### config.mk
export PLATFORM = sky130hd
export DESIGN_NAME = sliding_window_sender_top
export DESIGN_NICKNAME = d
export VERILOG_FILES = /design/src/sv/sws_pkg.sv /design/src/sv/sliding_window_sender_top.sv
export SDC_FILE = /design/constraint.sdc
export NUM_CORES = 2
export LEC_CHECK = 0
export BUFFER_PORTS_ARGS = -buffer_cell sky130_fd_sc_hd__buf_2
export CORE_MARGIN = 2
export CORE_UTILIZATION = 55
export DETAILED_ROUTE_END_ITERATION = 6
export HOLD_SLACK_MARGIN = 0.15
export PLACE_DENSITY = 0.71
export REMOVE_ABC_BUFFERS = 1
export SKIP_LAST_GASP = 1
export SYNTH_ARGS = -nofsm -noshare
export SYNTH_HDL_FRONTEND = slang
export SYNTH_SLANG_ARGS = --single-unit
### constraint.sdc
create_clock -name clk -period 7.17 [get_ports clk]
set_input_delay 0.717 -clock clk [delete_from_list [all_inputs] [get_ports clk]]
set_output_delay 0.717 -clock clk [all_outputs]
set_load 0.03 [all_outputs]
### src/sv/sws_pkg.sv
// ----------------------------------------------------------------------------
// Sliding-window sender package
// Shared types and codes for the sliding-window ARQ sender.
// ----------------------------------------------------------------------------
package sws_pkg;

  localparam int SLOTS_DEF = 32;
  localparam int MAX_RES   = 32;

  localparam logic [1:0] OP_START = 2'd0;
  localparam logic [1:0] OP_NEW   = 2'd1;
  localparam logic [1:0] OP_ACK   = 2'd2;
  localparam logic [1:0] OP_TICK  = 2'd3;

  localparam logic [2:0] KIND_SEND   = 3'd0;
  localparam logic [2:0] KIND_RETX   = 3'd1;
  localparam logic [2:0] KIND_REFUSE = 3'd2;
  localparam logic [2:0] KIND_STATUS = 3'd3;
  localparam logic [2:0] KIND_FAIL   = 3'd4;

  localparam logic [1:0] REG_TIMEOUT = 2'd0;
  localparam logic [1:0] REG_RETRIES = 2'd1;
  localparam logic [1:0] REG_WINDOW  = 2'd2;

  localparam logic [15:0] TIMEOUT_RST = 16'd1000;
  localparam logic [2:0]  RETRIES_RST = 3'd5;
  localparam logic [5:0]  WINDOW_RST  = 6'd20;

  typedef struct packed {
    logic [1:0]  opcode;
    logic [31:0] ack_number;
    logic        ack_flag;
    logic        checksum_ok;
  } in_t;

  typedef struct packed {
    logic [2:0]  result_kind;
    logic [31:0] sequence_res;
    logic [2:0]  retry_count;
    logic [5:0]  outstanding;
    logic        last;
  } out_t;

  typedef struct packed {
    logic [15:0] age;
    logic [2:0]  retries;
  } ent_t;

endpackage

### src/sv/sliding_window_sender_top.sv
// ----------------------------------------------------------------------------
// Sliding-window sender
// Sender half of a sliding-window ARQ with cumulative acknowledgements.
//
//   Channel  Ports                            Transfer
//   input    start, busy, in_data             start high while busy is low
//   result   out_valid, out_data              out_valid high, one cycle
//   config   cfg_we, cfg_index, cfg_wdata     cfg_we high
//
// For start and new packet the result shows in the next cycle. An ack records
// its target, then frees the acknowledged slots one by one before its result.
// A tick walks the outstanding slots twice through the single read port of
// the slot memory; results of the second walk come at most one per cycle.
// Reset is synchronous and needs no clearing pass.
// The receiver cannot stall: each result is shown for exactly one cycle.
// ----------------------------------------------------------------------------
module sliding_window_sender_top #(
  parameter int SLOTS = sws_pkg::SLOTS_DEF
) (
  input  logic         clk,
  input  logic         rst_n,
  input  logic         start,
  output logic         busy,
  input  sws_pkg::in_t  in_data,
  output logic         out_valid,
  output sws_pkg::out_t out_data,
  input  logic         cfg_we,
  input  logic [1:0]   cfg_index,
  input  logic [15:0]  cfg_wdata
);
  import sws_pkg::*;

  localparam int SLOT_W = (SLOTS > 1) ? $clog2(SLOTS) : 1;
  localparam int WCAP   = (SLOTS < MAX_RES) ? SLOTS : MAX_RES;

  typedef enum logic [2:0] {S_IDLE, S_ACK, S_PASS1, S_PASS2} state_t;

  function automatic logic [SLOT_W-1:0] slot_adv(input logic [31:0] seq,
                                                 input logic [SLOT_W-1:0] slot);
    logic [SLOT_W-1:0] r;
    if (seq == 32'hFFFF_FFFF) begin
      r = '0;
    end else if (slot == SLOT_W'(SLOTS - 1)) begin
      r = '0;
    end else begin
      r = slot + 1'b1;
    end
    return r;
  endfunction

  state_t            state_r, state_nxt;
  logic [15:0]       tmo_r, tmo_nxt;
  logic [2:0]        maxr_r, maxr_nxt;
  logic [5:0]        win_r, win_nxt;
  logic [31:0]       base_r, base_nxt;
  logic [31:0]       next_r, next_nxt;
  logic [SLOT_W-1:0] bslot_r, bslot_nxt;
  logic [SLOT_W-1:0] nslot_r, nslot_nxt;
  logic [SLOTS-1:0]  valid_r, valid_nxt;
  logic              failed_r, failed_nxt;
  logic [31:0]       ack_tgt_r, ack_tgt_nxt;
  logic [5:0]        cnt_r, cnt_nxt;
  logic [5:0]        wend_r, wend_nxt;
  logic [5:0]        lastix_r, lastix_nxt;
  logic              fail_r, fail_nxt;
  logic [5:0]        rd_idx_r, rd_idx_nxt;
  logic [31:0]       rd_seq_r, rd_seq_nxt;
  logic [SLOT_W-1:0] rd_slot_r, rd_slot_nxt;
  logic              pv_r, pv_nxt;
  logic [5:0]        pi_r, pi_nxt;
  logic [31:0]       pseq_r, pseq_nxt;
  logic [SLOT_W-1:0] pslot_r, pslot_nxt;
  logic              out_valid_r, out_valid_nxt;
  out_t              out_data_r, out_data_nxt;

  ent_t              mem [SLOTS];
  ent_t              mem_q;
  logic              mem_we;
  logic [SLOT_W-1:0] mem_waddr;
  ent_t              mem_wdata;

  logic [31:0] cnt_full;
  logic [5:0]  eff_win;
  logic [31:0] ack_d;
  logic        ack_take;
  logic [5:0]  lim;
  logic        issue;
  logic [15:0] age1;
  logic        tmo_hit;
  logic        can_retry;
  logic        pvalid;
  logic        walk_done;

  assign busy      = (state_r != S_IDLE);
  assign out_valid = out_valid_r;
  assign out_data  = out_data_r;

  always_ff @(posedge clk) begin
    if (mem_we) begin
      mem[mem_waddr] <= mem_wdata;
    end
    mem_q <= mem[rd_slot_r];
  end

  always_comb begin
    cnt_full = next_r - base_r;
    if (win_r == 6'd0) begin
      eff_win = 6'd1;
    end else if (win_r > 6'(WCAP)) begin
      eff_win = 6'(WCAP);
    end else begin
      eff_win = win_r;
    end
    ack_d    = in_data.ack_number - base_r;
    ack_take = in_data.checksum_ok && in_data.ack_flag && (ack_d != 32'd0) &&
               (ack_d <= cnt_full);
    lim       = (state_r == S_PASS1) ? cnt_r : wend_r;
    issue     = (rd_idx_r < lim);
    walk_done = !pv_r && !issue;
    age1      = (mem_q.age == 16'hFFFF) ? mem_q.age : mem_q.age + 16'd1;
    tmo_hit   = (age1 > tmo_r);
    can_retry = (mem_q.retries < maxr_r);
    pvalid    = pv_r && valid_r[pslot_r];
  end

  always_comb begin
    state_nxt     = state_r;
    tmo_nxt       = tmo_r;
    maxr_nxt      = maxr_r;
    win_nxt       = win_r;
    base_nxt      = base_r;
    next_nxt      = next_r;
    bslot_nxt     = bslot_r;
    nslot_nxt     = nslot_r;
    valid_nxt     = valid_r;
    failed_nxt    = failed_r;
    ack_tgt_nxt   = ack_tgt_r;
    cnt_nxt       = cnt_r;
    wend_nxt      = wend_r;
    lastix_nxt    = lastix_r;
    fail_nxt      = fail_r;
    rd_idx_nxt    = rd_idx_r;
    rd_seq_nxt    = rd_seq_r;
    rd_slot_nxt   = rd_slot_r;
    pv_nxt        = 1'b0;
    pi_nxt        = pi_r;
    pseq_nxt      = pseq_r;
    pslot_nxt     = pslot_r;
    out_valid_nxt = 1'b0;
    out_data_nxt  = out_data_r;
    mem_we        = 1'b0;
    mem_waddr     = pslot_r;
    mem_wdata     = '{age: age1, retries: mem_q.retries};

    if (cfg_we) begin
      unique case (cfg_index)
        REG_TIMEOUT: tmo_nxt  = cfg_wdata;
        REG_RETRIES: maxr_nxt = cfg_wdata[2:0];
        REG_WINDOW:  win_nxt  = cfg_wdata[5:0];
        default: ;
      endcase
    end

    if ((state_r == S_PASS1 || state_r == S_PASS2) && issue) begin
      pv_nxt      = 1'b1;
      pi_nxt      = rd_idx_r;
      pseq_nxt    = rd_seq_r;
      pslot_nxt   = rd_slot_r;
      rd_idx_nxt  = rd_idx_r + 6'd1;
      rd_seq_nxt  = rd_seq_r + 32'd1;
      rd_slot_nxt = slot_adv(rd_seq_r, rd_slot_r);
    end

    unique case (state_r)
      S_IDLE: begin
        if (start) begin
          unique case (in_data.opcode)
            OP_START: begin
              base_nxt     = '0;
              next_nxt     = '0;
              bslot_nxt    = '0;
              nslot_nxt    = '0;
              valid_nxt    = '0;
              failed_nxt   = 1'b0;
              out_valid_nxt = 1'b1;
              out_data_nxt = '{result_kind: KIND_STATUS, sequence_res: 32'd0,
                               retry_count: 3'd0, outstanding: 6'd0, last: 1'b1};
            end
            OP_NEW: begin
              out_valid_nxt = 1'b1;
              if (failed_r || (cnt_full >= 32'(eff_win))) begin
                out_data_nxt = '{result_kind: KIND_REFUSE, sequence_res: next_r,
                                 retry_count: 3'd0, outstanding: cnt_full[5:0],
                                 last: 1'b1};
              end else begin
                mem_we             = 1'b1;
                mem_waddr          = nslot_r;
                mem_wdata          = '{age: 16'd0, retries: 3'd0};
                valid_nxt[nslot_r] = 1'b1;
                next_nxt           = next_r + 32'd1;
                nslot_nxt          = slot_adv(next_r, nslot_r);
                out_data_nxt = '{result_kind: KIND_SEND, sequence_res: next_r,
                                 retry_count: 3'd0,
                                 outstanding: cnt_full[5:0] + 6'd1, last: 1'b1};
              end
            end
            OP_ACK: begin
              ack_tgt_nxt = ack_take ? in_data.ack_number : base_r;
              state_nxt   = S_ACK;
            end
            default: begin
              cnt_nxt     = cnt_full[5:0];
              fail_nxt    = 1'b0;
              lastix_nxt  = '0;
              rd_idx_nxt  = '0;
              rd_seq_nxt  = base_r;
              rd_slot_nxt = bslot_r;
              state_nxt   = S_PASS1;
            end
          endcase
        end
      end
      S_ACK: begin
        if (base_r == ack_tgt_r) begin
          out_valid_nxt = 1'b1;
          out_data_nxt = '{result_kind: KIND_STATUS, sequence_res: base_r,
                           retry_count: 3'd0, outstanding: cnt_full[5:0],
                           last: 1'b1};
          state_nxt = S_IDLE;
        end else begin
          valid_nxt[bslot_r] = 1'b0;
          base_nxt           = base_r + 32'd1;
          bslot_nxt          = slot_adv(base_r, bslot_r);
        end
      end
      S_PASS1: begin
        if (pvalid && tmo_hit && !can_retry) begin
          fail_nxt    = 1'b1;
          lastix_nxt  = pi_r;
          wend_nxt    = pi_r + 6'd1;
          pv_nxt      = 1'b0;
          rd_idx_nxt  = '0;
          rd_seq_nxt  = base_r;
          rd_slot_nxt = bslot_r;
          state_nxt   = S_PASS2;
        end else begin
          if (pvalid && tmo_hit) begin
            lastix_nxt = pi_r;
          end
          if (walk_done) begin
            wend_nxt    = cnt_r;
            rd_idx_nxt  = '0;
            rd_seq_nxt  = base_r;
            rd_slot_nxt = bslot_r;
            state_nxt   = S_PASS2;
          end
        end
      end
      S_PASS2: begin
        if (pvalid) begin
          if (tmo_hit && can_retry) begin
            mem_we        = 1'b1;
            mem_wdata     = '{age: 16'd0, retries: mem_q.retries + 3'd1};
            out_valid_nxt = 1'b1;
            out_data_nxt = '{result_kind: KIND_RETX, sequence_res: pseq_r,
                             retry_count: mem_q.retries + 3'd1,
                             outstanding: fail_r ? 6'd0 : cnt_r,
                             last: (pi_r == lastix_r)};
          end else if (tmo_hit) begin
            out_valid_nxt = 1'b1;
            out_data_nxt = '{result_kind: KIND_FAIL, sequence_res: pseq_r,
                             retry_count: mem_q.retries, outstanding: 6'd0,
                             last: 1'b1};
            valid_nxt  = '0;
            base_nxt   = next_r;
            bslot_nxt  = nslot_r;
            failed_nxt = 1'b1;
            pv_nxt     = 1'b0;
            state_nxt  = S_IDLE;
          end else begin
            mem_we = 1'b1;
          end
        end
        if (walk_done) begin
          state_nxt = S_IDLE;
        end
      end
      default: state_nxt = S_IDLE;
    endcase
  end

  always_ff @(posedge clk) begin
    if (!rst_n) begin
      state_r     <= S_IDLE;
      tmo_r       <= TIMEOUT_RST;
      maxr_r      <= RETRIES_RST;
      win_r       <= WINDOW_RST;
      base_r      <= '0;
      next_r      <= '0;
      bslot_r     <= '0;
      nslot_r     <= '0;
      valid_r     <= '0;
      failed_r    <= 1'b0;
      fail_r      <= 1'b0;
      pv_r        <= 1'b0;
      rd_idx_r    <= '0;
      out_valid_r <= 1'b0;
    end else begin
      state_r     <= state_nxt;
      tmo_r       <= tmo_nxt;
      maxr_r      <= maxr_nxt;
      win_r       <= win_nxt;
      base_r      <= base_nxt;
      next_r      <= next_nxt;
      bslot_r     <= bslot_nxt;
      nslot_r     <= nslot_nxt;
      valid_r     <= valid_nxt;
      failed_r    <= failed_nxt;
      fail_r      <= fail_nxt;
      pv_r        <= pv_nxt;
      rd_idx_r    <= rd_idx_nxt;
      out_valid_r <= out_valid_nxt;
    end
    ack_tgt_r  <= ack_tgt_nxt;
    cnt_r      <= cnt_nxt;
    wend_r     <= wend_nxt;
    lastix_r   <= lastix_nxt;
    rd_seq_r   <= rd_seq_nxt;
    rd_slot_r  <= rd_slot_nxt;
    pi_r       <= pi_nxt;
    pseq_r     <= pseq_nxt;
    pslot_r    <= pslot_nxt;
    out_data_r <= out_data_nxt;
  end

endmodule
**Word level (Yosys, flattened, before mapping)**

Memory sizes are Yosys's and may differ from the RTL's. A register that Yosys moved wholly into a read port is not among the register bits.
Index checks and enable logic that the tools add are counted.

- Flip-flop bits (word level): 319
- Memory bits (writable): 608
- Input port bits: 58
- Output and inout port bits: 47
- Logic and storage cells: 264
- Memories: 1

- Add/subtract/negate cells: 13
- Magnitude comparators: 11
- Eq/ne operators: 35
- Mux-type cells: 129
- Bitwise logic cells: 4
- Reduce and logical (&&, ||, !) cells: 43

Memory list:

| name | depth | width | rd ports | clocked after Yosys merged registers in | write ports | line | text |
|---|---|---|---|---|---|---|---|
| mem | 32 | 19 | 1 | 1 | 1 | sliding_window_sender_top.sv:76 | `ent_t mem [SLOTS];` |

Operators with widths:

| cell | number |
|---|---|
| 32-bit 2-to-1 mux | 19 |
| 45-bit 2-to-1 mux | 5 |
| 32-bit case mux with 2 select lines | 3 |
| 32-bit case mux with 3 select lines | 2 |
| 45-bit case mux with 3 select lines | 1 |
| 5-bit 2-to-1 mux | 22 |
| 32-bit by 1-bit adder with 32-bit output, second input constant | 3 |
| 32-bit == test, second input constant | 3 |
| 19-bit 2-to-1 mux | 5 |
| 6-bit 2-to-1 mux | 15 |
| 45-bit case mux with 2 select lines | 1 |
| 32-bit subtractor | 2 |
| 44-bit 2-to-1 mux | 1 |
| 19-bit case mux with 2 select lines | 1 |
| 32-bit AND | 1 |
| 32-bit == test | 1 |
| 32-bit by 6-bit >= comparator with 1-bit output | 1 |
| 32-bit less-or-equal comparator | 1 |
| 32-bit inverter | 1 |
| 32-bit bitwise OR | 1 |
| 32-bit nonzero test | 1 |
| 1-bit 2-to-1 mux | 30 |
| 3-bit 2-to-1 mux | 8 |
| 6-bit case mux with 2 select lines | 2 |
| 48 further kinds | 105 |

**Longest topological paths before layout**

- Word-level depth: 11
- Gate-level depth with buffers: 23
- Mapped depth without buffers: 21

**Least setup slack after synthesis**

Ideal clock, no wire load.

- Kind: register -> register
- Start point: reg base_r[1]
- End point: mem mem[15][0] in the netlist's numbering (enable)
- Library setup time: 403 ps
- Data arrival time: 5,689 ps
- Data required time: 6,767 ps
- Path slack: 1,078 ps
- Cell stages (with the launch flop): 19
- Path buffers: 3
- Clock period less this slack: 6,092 ps
- Cell sequence: dfxtp_1 > clkbuf_1 > inv_1 > ha_1 > nor2b_1 > o31a_1 > o21a_1 > nor2_1 > xnor2_1 > ha_1 > a2111oi_0 > o211a_1 > o2111ai_1 > or4_4 > or4_1 > buf_4 > nor3_4 > buf_8 > mux2i_1

- Longest elaborated chain between the ends: 9
- Elaborated cells between the ends (all ways): 13
- Those cells by class: add/sub (1); order compare (1); mux (10); reduce/logical (1)

RTL lines:

| item | line | text |
|---|---|---|
| from (decl) | sliding_window_sender_top.sv:55 | `logic [31:0] base_r, base_nxt;` |
| from (signal assigned) | sliding_window_sender_top.sv:313 | `base_r <= base_nxt;` |
| 32-bit subtractor * | sliding_window_sender_top.sv:106 | `cnt_full = next_r - base_r;` |
| named net cnt_full[5] | sliding_window_sender_top.sv:82 | `logic [31:0] cnt_full;` |
| 32-bit by 6-bit >= comparator with 1-bit output * | sliding_window_sender_top.sv:191 | `if (failed_r \|\| (cnt_full >= 32'(eff_win))) begin` |
| 1-bit logical OR * | sliding_window_sender_top.sv:191 |  |
| 1-bit 2-to-1 mux | sliding_window_sender_top.sv:191 |  |
| 1-bit 2-to-1 mux | sliding_window_sender_top.sv:177 | `unique case (in_data.opcode)` |
| 1-bit 2-to-1 mux | sliding_window_sender_top.sv:176 | `if (start) begin` |
| 1-bit case mux with 2 select lines | sliding_window_sender_top.sv:174 | `unique case (state_r)` |
| 1-bit 2-to-1 mux | sliding_window_sender_top.sv:99 | `if (mem_we) begin` |
| 1-bit 2-to-1 mux (implied by the code) | sliding_window_sender_top.sv:100 | `mem[mem_waddr] <= mem_wdata;` |
| to (decl) | sliding_window_sender_top.sv:76 |  |

Mark *: on every way through the listed nets, which the timed path passes. The rest lies on a longest branch.

**Worst setup path in the final report**

- Start point: reg base_r[1]
- End point: mem mem[1][2] in the netlist's numbering (enable)

The elaborated chain is that of the path after synthesis.

==> flow_summary.toml <==
[status]
status = "complete, but fails checks"
violations = "DRC"

[yosys]
ys_types = 96
synth_warnings = 0
synth_ff_type = "edfxtp_1"
synth_seq_cells = 945
synth_edf_count = 746
synth_area_um2 = 46930
postSynthAreaPerCell_um2 = 12.00
async_flop_share_pct = 0
synthCells = 3910
ys_seq_area_share_pct = 56.22

[critical_path]
crit_path_start_kind = "flip-flop"
startpoint = "base_r[1]$_SDFFE_PN0P_"
r2r_slack_ns = 0.54
critPathRequiredTime_ns = 7.47
worst-path-max-fanout = 32
arrival_ns = 6.93
cp-endpoint = "mem[1][2]$_DFFE_PP_"
reg2regPathDepth = 16
r2r_start = "base_r[1]$_SDFFE_PN0P_"
critical_path_class = "reg -> reg"
worst_r2r_endpoint = "mem[1][2]$_DFFE_PP_"
cp-end-kind = "flip-flop"

[sta]
period_share_pct = 92.49
final-hold-violation-count = 0
tns_ns = 0
min_period_ns = 6.631
worst_pin_slew_ns = 1.310
fin_skew_ns = 0.05618
drv_slew = 0
relSlewSlack_pct = 12.48
rsz0062_at_grt = "false"
setup_viol_count_final = 0
fmax_mhz = 150.8

[floorplan]
pin_count = 105
start_util_pct = 55.29
chipHeight_um = 296.1
die_w_um = 296.1
dieArea_um2 = 87680
num_rows = 107
core_area_um2 = 84880

[clock_network]
clock_latency_ns = 0.71
clock_path_buffers = 3
clkTransAtPathRegs_ns = 0.06
postCtsSetupBuffers = 0
cts_root_buf = "clkbuf_16"
cts_resized = 0
cts_tree = "built"
cts_inserted_buffers = 96
clock-sinks = 945
htreeDepth = 3
holdBufCountCts = 0

[finish]
nets = 4150
final_cell_mix = "746 x edfxtp_1, 416 x nand2_1, 263 x a21oi_1"
post-route-util_pct = 61.84
fill_cells = 6603
num_antenna_cells = 0
area_growth_pct = 11.85
multi_input_area_um2 = 19700
layout_commonest_cell = "edfxtp_1"
seq_area_um2 = 26400
layout-drive-gt1-share_pct = 15.50

[routing]
ant_nets = 0
num_vias = 33970
drc_errors = 1
drt-total-wl_mm = 140.2
vias_per_cell = 6.570
drt_first_iter_violations = 5013
wl_per_cell_um = 27.12
drt_pass1_iterations = 7

[hold_path]
hold_path.class = "in -> reg"
hp-start = "cfg_wdata[7]"

[grt]
antenna_found_initial = 3
grt_max_degree = 99
grtUsageTotal_pct = 31.54
overflow = 0
grt_pass1_vias = 30910
grt_pass1_wl_mm = 204.2

[placement]
gp_congestion = 0.9444
hpwlAfterDp_mm = 94.46
port_buffers = 104

[power_and_ir_drop]
p_leak_nw = 18.35
power_density_nw_per_um2 = 401.3
vdd_drop_max_uv = 318.0

[flow_run]
cap_violations = 0
[routing by layer]
metal | up-vias | routed length [um] | GRT usage, %
li1 | 15070 | - | -
met1 | 16710 | 59780 | 48.47
met2 | 1973 | 59660 | 44.83
met3 | 215 | 17260 | 7.480
met4 | 4 | 3487 | 8.007
met5 | - | 29 | 0
[cells in the mapped netlist, types with 45 or more instances]
library cell | number | area share (%)
nand2b_1 | 47 | 0.63
xor2_1 | 72 | 1.3
nand4_1 | 51 | 0.68
nor3_1 | 64 | 0.68
inv_1 | 129 | 1.0
o21ai_0 | 128 | 1.4
xnor2_1 | 65 | 1.2
edfxtp_1 | 746 | 48
mux4_2 | 86 | 4.1
mux2i_1 | 203 | 4.3
nand3_1 | 105 | 1.1
ha_1 | 146 | 3.9
a21oi_1 | 266 | 2.8
clkbuf_1 | 183 | 1.5
nor2_1 | 162 | 1.3
nand2_1 | 417 | 3.3
mux2_2 | 66 | 1.6
o221ai_1 | 59 | 1.1
buf_1 | 45 | 0.36
dfxtp_1 | 199 | 8.5
[power breakdown]
part | internal (mW) | switching (mW)
logic | 2.51 | 5.50
registers | 7.28 | 0.476
clock network | 3.07 | 2.24
[critical path: stages (launching register included)]
cell       delay, ns
dfxtp_1         0.54
inv_1           0.19
ha_1            0.31
nor2b_1         0.15
o31a_1          0.31
o21a_1          0.18
nor2_1          0.05
xnor2_1         0.42
ha_1            0.33
a2111oi_0       0.48
o211a_1         0.32
o2111ai_1       0.15
or4_4           0.55
or4_2           0.77
nor3_4          0.19
buf_12          0.40
mux2i_4         0.78
[logic make-up after synthesis]
group | count (synthesis) | share of synthesized area, %
AOI/OAI and AO/OA | 891 | 13.11
adders and majority gates | 148 | 3.978
muxes | 360 | 10.16
buffers and inverters | 377 | 3.151
xor gates and xnor gates | 137 | 2.557
DFF | 945 | 56.22
and+or+nand+nor | 1052 | 10.82
[per-stage QoR]
step / power, mW / setup WS [ns] / cells / hold WS (ns) / instance area, um^2
after floorplan: 12.91 / -2.500 / 3665 / 0.4363 / 45950
after CTS: 20.90 / 0.6760 / 5171 / 0.2274 / 52490
final: 21.07 / 0.5388 / 5171 / 0.2557 / 52490
after global placement: 15.50 / 0.8917 / 4990 / 0.4458 / 49160
after detailed placement: 15.62 / 0.7123 / 4990 / 0.4501 / 49160
after global routing: 21.84 / 0.2068 / 5171 / 0.2594 / 52490
[sequential cells by signal, summed over array words and instances, names as in the netlist, 2 cells and up]
signal,count
ack_tgt_r,32
out_data,45
valid_r,32
cnt_r,6
base_r,32
win_r,6
nslot_r,5
pi_r,6
mem,608
pseq_r,32
lastix_r,6
rd_idx_r,6
maxr_r,3
rd_slot_r,5
pslot_r,5
tmo_r,16
state_r,2
bslot_r,5
next_r,32
wend_r,6
rd_seq_r,32
mem_q,19
[final cells by class]
type / instances / area share [%]
tap: 1144 / 2.727
inverter: 132 / 0.9439
timing repair buffer: 181 / 2.164
sequential: 945 / 50.29
clock buffer: 115 / 4.791
clock inverter: 66 / 1.552
multi-input combinational: 2588 / 37.53
[how the worst min path moves through the flow]
stage | endpoint | slack, ns | cells after the start
5_1_grt | tmo_r[6]$_SDFFE_PN1P_ | 0.26 | 3
3_3_place_gp | tmo_r[14]$_SDFFE_PN0P_ | 0.45 | 2
4_1_cts | tmo_r[7]$_SDFFE_PN1P_ | 0.23 | 3
3_5_place_dp | tmo_r[10]$_SDFFE_PN0P_ | 0.45 | 2
2_1_floorplan | tmo_r[10]$_SDFFE_PN0P_ | 0.44 | 2
6_report | tmo_r[7]$_SDFFE_PN1P_ | 0.26 | 3
(Power assumes the default switching activity.)
